## src/rtl/mexp_pkg.sv

```systemverilog
// Shared types and constants for the modular exponentiation block.
`default_nettype none
package mexp_pkg;

  localparam int DATA_W = 16;

  typedef struct packed {
    logic [DATA_W-1:0] base;
    logic [DATA_W-1:0] exponent;
    logic [DATA_W-1:0] modulus;
  } in_t;

  typedef struct packed {
    logic [DATA_W-1:0] result;
    logic              error;
  } out_t;

endpackage
`default_nettype wire

```

## src/rtl/modular_exponentiation.sv

```systemverilog
// Right-to-left binary modular exponentiation with a bit-serial modular multiplier.
// Sequence: a zero modulus or zero exponent goes straight to the finish state; otherwise
//   the base is reduced, then each scanned exponent bit takes a multiply if set and a
//   square before the next bit (none after the top set bit), and the finish state loads
//   the result into the output register once that register is free.
// Transactions: one at a time; the next is accepted once the result is loaded and the
//   block is back in idle. The interleaved multiplier takes one multiplier bit per cycle.
//   A finished result waits in the output register while the next transaction is
//   accepted.
// Reset: rst_n (synchronous, active low) returns to idle and clears out_valid.
`default_nettype none
module modular_exponentiation #(
  parameter int WIDTH = 16
) (
  input  wire              clk,
  input  wire              rst_n,
  input  wire              in_valid,
  output logic             in_ready,
  input  mexp_pkg::in_t    in_data,
  output logic             out_valid,
  input  wire              out_ready,
  output mexp_pkg::out_t   out_data
);
  import mexp_pkg::*;

  localparam int CNT_W = $clog2(DATA_W);
  localparam logic [DATA_W-1:0] EXP_MASK =
    (WIDTH >= DATA_W) ? {DATA_W{1'b1}} : DATA_W'((64'd1 << WIDTH) - 64'd1);

  typedef enum logic [2:0] {
    ST_IDLE,
    ST_RED,
    ST_ACC,
    ST_SQR,
    ST_FIN
  } state_t;

  state_t            state_r, state_nxt;
  logic [DATA_W-1:0] m_r, m_nxt;
  logic [DATA_W-1:0] e_r, e_nxt;
  logic [DATA_W-1:0] sq_r, sq_nxt;
  logic [DATA_W-1:0] acc_r, acc_nxt;
  logic [DATA_W-1:0] x_r, x_nxt;
  logic [DATA_W-1:0] y_r, y_nxt;
  logic [DATA_W-1:0] r_r, r_nxt;
  logic [CNT_W-1:0]  cnt_r, cnt_nxt;
  logic [DATA_W-1:0] res_r, res_nxt;
  logic              err_r, err_nxt;
  logic              out_valid_r, out_valid_nxt;
  out_t              out_data_r, out_data_nxt;

  logic [DATA_W+1:0] t_add, t_sub1, t_red;
  logic [DATA_W+1:0] m_ext;
  logic [DATA_W-1:0] e_in;
  logic              mul_last;
  logic              out_free;

  assign in_ready  = (state_r == ST_IDLE);
  assign out_valid = out_valid_r;
  assign out_data  = out_data_r;
  assign out_free  = !out_valid_r || out_ready;
  assign e_in      = in_data.exponent & EXP_MASK;
  assign mul_last  = (cnt_r == CNT_W'(DATA_W - 1));

  // Interleaved multiply step: r = 2r + (y bit ? x : 0), below 3m, reduced twice to below m
  always_comb begin
    m_ext  = {2'b00, m_r};
    t_add  = {1'b0, r_r, 1'b0} + (y_r[DATA_W-1] ? {2'b00, x_r} : '0);
    t_sub1 = (t_add >= m_ext) ? (t_add - m_ext) : t_add;
    t_red  = (t_sub1 >= m_ext) ? (t_sub1 - m_ext) : t_sub1;
  end

  // Sequence reduce, conditional multiply and square per exponent bit, then load the output register
  always_comb begin
    state_nxt     = state_r;
    m_nxt         = m_r;
    e_nxt         = e_r;
    sq_nxt        = sq_r;
    acc_nxt       = acc_r;
    x_nxt         = x_r;
    y_nxt         = y_r;
    r_nxt         = r_r;
    cnt_nxt       = cnt_r;
    res_nxt       = res_r;
    err_nxt       = err_r;
    out_valid_nxt = out_valid_r;
    out_data_nxt  = out_data_r;

    // drop the delivered transaction
    if (out_valid_r && out_ready) begin
      out_valid_nxt = 1'b0;
    end

    case (state_r)
      ST_IDLE: begin
        if (in_valid) begin
          m_nxt   = in_data.modulus;
          e_nxt   = e_in;
          acc_nxt = DATA_W'(1);
          r_nxt   = '0;
          cnt_nxt = '0;
          if (in_data.modulus == '0) begin
            res_nxt   = '0;
            err_nxt   = 1'b1;
            state_nxt = ST_FIN;
          end else if (e_in == '0) begin
            res_nxt   = DATA_W'(1);
            err_nxt   = 1'b0;
            state_nxt = ST_FIN;
          end else begin
            // reduce the base: 1 * base mod m
            err_nxt   = 1'b0;
            x_nxt     = DATA_W'(1);
            y_nxt     = in_data.base;
            state_nxt = ST_RED;
          end
        end
      end
      ST_RED, ST_SQR: begin
        r_nxt   = t_red[DATA_W-1:0];
        y_nxt   = {y_r[DATA_W-2:0], 1'b0};
        cnt_nxt = cnt_r + CNT_W'(1);
        if (mul_last) begin
          sq_nxt  = t_red[DATA_W-1:0];
          r_nxt   = '0;
          cnt_nxt = '0;
          x_nxt   = t_red[DATA_W-1:0];
          if (e_r[0]) begin
            y_nxt     = acc_r;
            state_nxt = ST_ACC;
          end else begin
            e_nxt     = e_r >> 1;
            y_nxt     = t_red[DATA_W-1:0];
            state_nxt = ST_SQR;
          end
        end
      end
      ST_ACC: begin
        r_nxt   = t_red[DATA_W-1:0];
        y_nxt   = {y_r[DATA_W-2:0], 1'b0};
        cnt_nxt = cnt_r + CNT_W'(1);
        if (mul_last) begin
          acc_nxt = t_red[DATA_W-1:0];
          e_nxt   = e_r >> 1;
          r_nxt   = '0;
          cnt_nxt = '0;
          x_nxt   = sq_r;
          y_nxt   = sq_r;
          if ((e_r >> 1) == '0) begin
            res_nxt   = t_red[DATA_W-1:0];
            state_nxt = ST_FIN;
          end else begin
            state_nxt = ST_SQR;
          end
        end
      end
      ST_FIN: begin
        // hold until the output register is free
        if (out_free) begin
          out_valid_nxt        = 1'b1;
          out_data_nxt.result  = res_r;
          out_data_nxt.error   = err_r;
          state_nxt            = ST_IDLE;
        end
      end
      default: begin
        state_nxt = ST_IDLE;
      end
    endcase
  end

  // Hold state, datapath and registered outputs
  always_ff @(posedge clk) begin
    if (!rst_n) begin
      state_r     <= ST_IDLE;
      out_valid_r <= 1'b0;
    end else begin
      state_r     <= state_nxt;
      out_valid_r <= out_valid_nxt;
    end
    m_r        <= m_nxt;
    e_r        <= e_nxt;
    sq_r       <= sq_nxt;
    acc_r      <= acc_nxt;
    x_r        <= x_nxt;
    y_r        <= y_nxt;
    r_r        <= r_nxt;
    cnt_r      <= cnt_nxt;
    res_r      <= res_nxt;
    err_r      <= err_nxt;
    out_data_r <= out_data_nxt;
  end

endmodule
`default_nettype wire
```

## config.mk

```make
export PLATFORM = sky130hd
export DESIGN_NAME = modular_exponentiation
export DESIGN_NICKNAME = d
export VERILOG_FILES = /design/src/rtl/mexp_pkg.sv /design/src/rtl/modular_exponentiation.sv
export SDC_FILE = /design/constraint.sdc
export NUM_CORES = 1
export LEC_CHECK = 0
export ABC_AREA = 1
export BUFFER_PORTS_ARGS = -buffer_cell sky130_fd_sc_hd__buf_2
export CORE_ASPECT_RATIO = 0.5
export CORE_MARGIN = 2
export CORE_UTILIZATION = 50
export DETAILED_ROUTE_END_ITERATION = 16
export PLACE_DENSITY = 0.68
export RECOVER_POWER = 50
export SLEW_MARGIN = 20
export SYNTH_ARGS = -nofsm -noshare
export SYNTH_HDL_FRONTEND = slang
export SYNTH_SLANG_ARGS = --single-unit
```

## constraint.sdc

```tcl
create_clock -name clk -period 16.9 [get_ports clk]
set_input_delay 1.69 -clock clk [delete_from_list [all_inputs] [get_ports clk]]
set_output_delay 1.69 -clock clk [all_outputs]
set_load 0.01 [all_outputs]
```

==> metrics.cfg <==
[status]
outcome=finished, violations left
violations=capacitance limit, slew limit

[global_route]
grt_max_degree=43
grt_util_all_layers_pct=27.4
grt_pass1_wl_mm=41.7
antenna_found_initial=0
grt_overflow=0
first_global_vias=7571

[critical_path]
r2r-start=y_r[15]
arrival_ns=7.62
cpMostUsedCell=nand2_1
critical_path_peak_fanout=25
reg2reg_slack_ns=9.57
cp-end-kind=flop
critPathSlowestCell=a21oi_2
ff2ff_path_depth=40
crit_type=reg2reg
setup.worst_path.start=y_r[15]
required_ns=17.19
start_kind=flop
reg2reg_to=y_r[15]
endpoint=y_r[15]
slowest_delay_ns=0.70

[hold_path]
holdCritPathClass=reg2reg

[floorplanning]
io_pins=71
die_h_um=101
die_area_um2=20200
start_util_pct=51.3
core-area_um2=18500
die_x_um=199
fp-row-count=35

[logic_synthesis]
syn_area_per_cell_um2=8.71
syn_inst=1089
synth_edf_count=150
synth.top_cell.area_share_pct=47.5
syn-cell-area_um2=9490
yosys-top-cells-area=edfxtp_1 (47%), nand2_1 (11%), ha_1 (6.3%)
ys_seq_area_share_pct=48.3
yosys_most_used_dff=edfxtp_1
synth_commonest_cells=nand2_1 (288), edfxtp_1 (150), inv_1 (136), nor2_1 (122), ha_1 (48)
ys_ff_latch=154
yosysWarnings=0
synth-async-reset-ratio_pct=0
synth_area_leader_cell=edfxtp_1
synth_cell_types=49
yosysMostFrequentCell=nand2_1
syn_nets=1192

[drt]
viasPerCell=5.53
drt-initial-drc-count=815
drt_pass1_iterations=5
drt-total-wl_mm=26.3
wl_per_cell_um=18.4
ant_nets=0
via_count=7926
drc=0

[cells_and_area]
area_growth_pct=12.0
final_cells=1434
fin_nets=1265
drive_gt1_share_pct=11.1
diodes=0

[placement]
gp_congestion=0.940
dp.cells=1402
dp_hpwl_mm=19.3
io_buffer_count=70
pre_cts_ws_ns=9.80

[timing]
setup_viol=0
rsz0062_at_grt=no
max_clock_freq_mhz=137
worst_pin_slew_ns=1.63
fin_crit_sh_pct=43.3
slew_headroom_pct=-8.99
period_needed_ns=7.33
finalSetupTns_ns=0
worst_slack_ns=9.57
hold_violations=0
finClkSkew_ns=0.0159
slew_viol_final=32

[clocking]
cts_buffers=17
htreeDepth=4
clockRootBuffer=clkbuf_16
cts_hold_buf=0
clk_path_buf_depth=2
cts_setup_buffers=0
postCtsResizedCells=0
clk_latency_ns=0.43
clk_pin_slew_ns=0.08
numClockSinks=154
cts_tree=done

[run]
maxCapViolations=1

## metal layers
layer / up-vias / share of wire (%) / track usage, % / wire, um
met3: 19 / 9.8 / 6.76 / 2580
met1: 3752 / 47 / 41.1 / 12500
met5: - / 0 / 0 / 0
li1: 3806 / - / - / -
met2: 349 / 42 / 40.4 / 11100
met4: 0 / 0.77 / 5.68 / 204
## registers in the layout (all words and copies together) (netlist names)
name	cells
out_data	17
acc_r	16
e_r	16
m_r	16
r_r	16
res_r	16
sq_r	16
x_r	16
y_r	16
cnt_r	4
state_r	3
err_r	1
out_valid	1
## critical path: cells and delay by family, from the launching register on
family | cells | cell delay [ns]
buf+inv | 4 | 0.30
simple gates | 24 | 3.10
xor+xnor | 1 | 0.16
fa+ha+maj | 4 | 1.29
compound gates | 7 | 1.65
flops | 1 | 0.67
## per-stage QoR
step / util, % / hold WS, ns / instance area, um^2
5_1_grt: 57.5 / 0.422 / 10600
3_5_place_dp: 54.8 / 0.405 / 10100
6_report: 57.5 / 0.420 / 10600
3_3_place_gp: 54.8 / 0.401 / 10100
2_1_floorplan: - / 0.400 / 9490
4_1_cts: 57.9 / 0.421 / 10700
## how the worst min path moves through the flow
stage,slack [ns],endpoint,start,cells after the start
floorplan,0.40,out_data[0],err_r,0
global placement,0.40,out_data[0],err_r,0
detailed placement,0.41,out_data[0],err_r,0
CTS,0.42,out_data[0],err_r,0
global route,0.42,out_data[0],err_r,0
finish,0.42,out_data[0],err_r,0
## cells by family (layout without fill, tap and decap cells)
logic type	Yosys count	in the layout	share of synthesized area (%)
compound gates	132	132	9.23
xor+xnor	39	39	3.68
fa+ha+maj	51	51	6.96
buf+inv	177	263	7.33
flops	154	154	48.3
simple gates	536	536	24.5
## layout by cell type, fill, tap and decap left out, drive strengths merged, types with 3 or more instances in the layout
cell type | synthesis | final
a221oi | 15 | 15
nand2 | 309 | 309
fa | 3 | 3
nand3 | 47 | 47
buf | 7 | 48
nor3 | 8 | 8
edfxtp | 150 | 150
dfxtp | 4 | 4
clkbuf | 23 | 55
o21bai | 4 | 4
a22o | 4 | 4
clkinv | 1 | 3
nand4 | 27 | 27
nor2 | 123 | 123
xor2 | 24 | 24
ha | 48 | 48
a21oi | 47 | 47
a32o | 10 | 10
and2 | 6 | 6
inv | 146 | 156
nor4 | 13 | 13
xnor2 | 15 | 15
o21a | 4 | 4
o21ai | 40 | 40
## area by class of cell
class	instances	area (um^2)
timing repair buffer	84	392
tap	259	324
multi-input combinational	758	4210
clock buffer	19	443
sequential	154	4580
inverter	147	552
clock inverter	13	124
fill	1658	7850
Power is not shown: default switching activity piles up to over one toggle a cycle in this logic, so the estimate is an artifact.
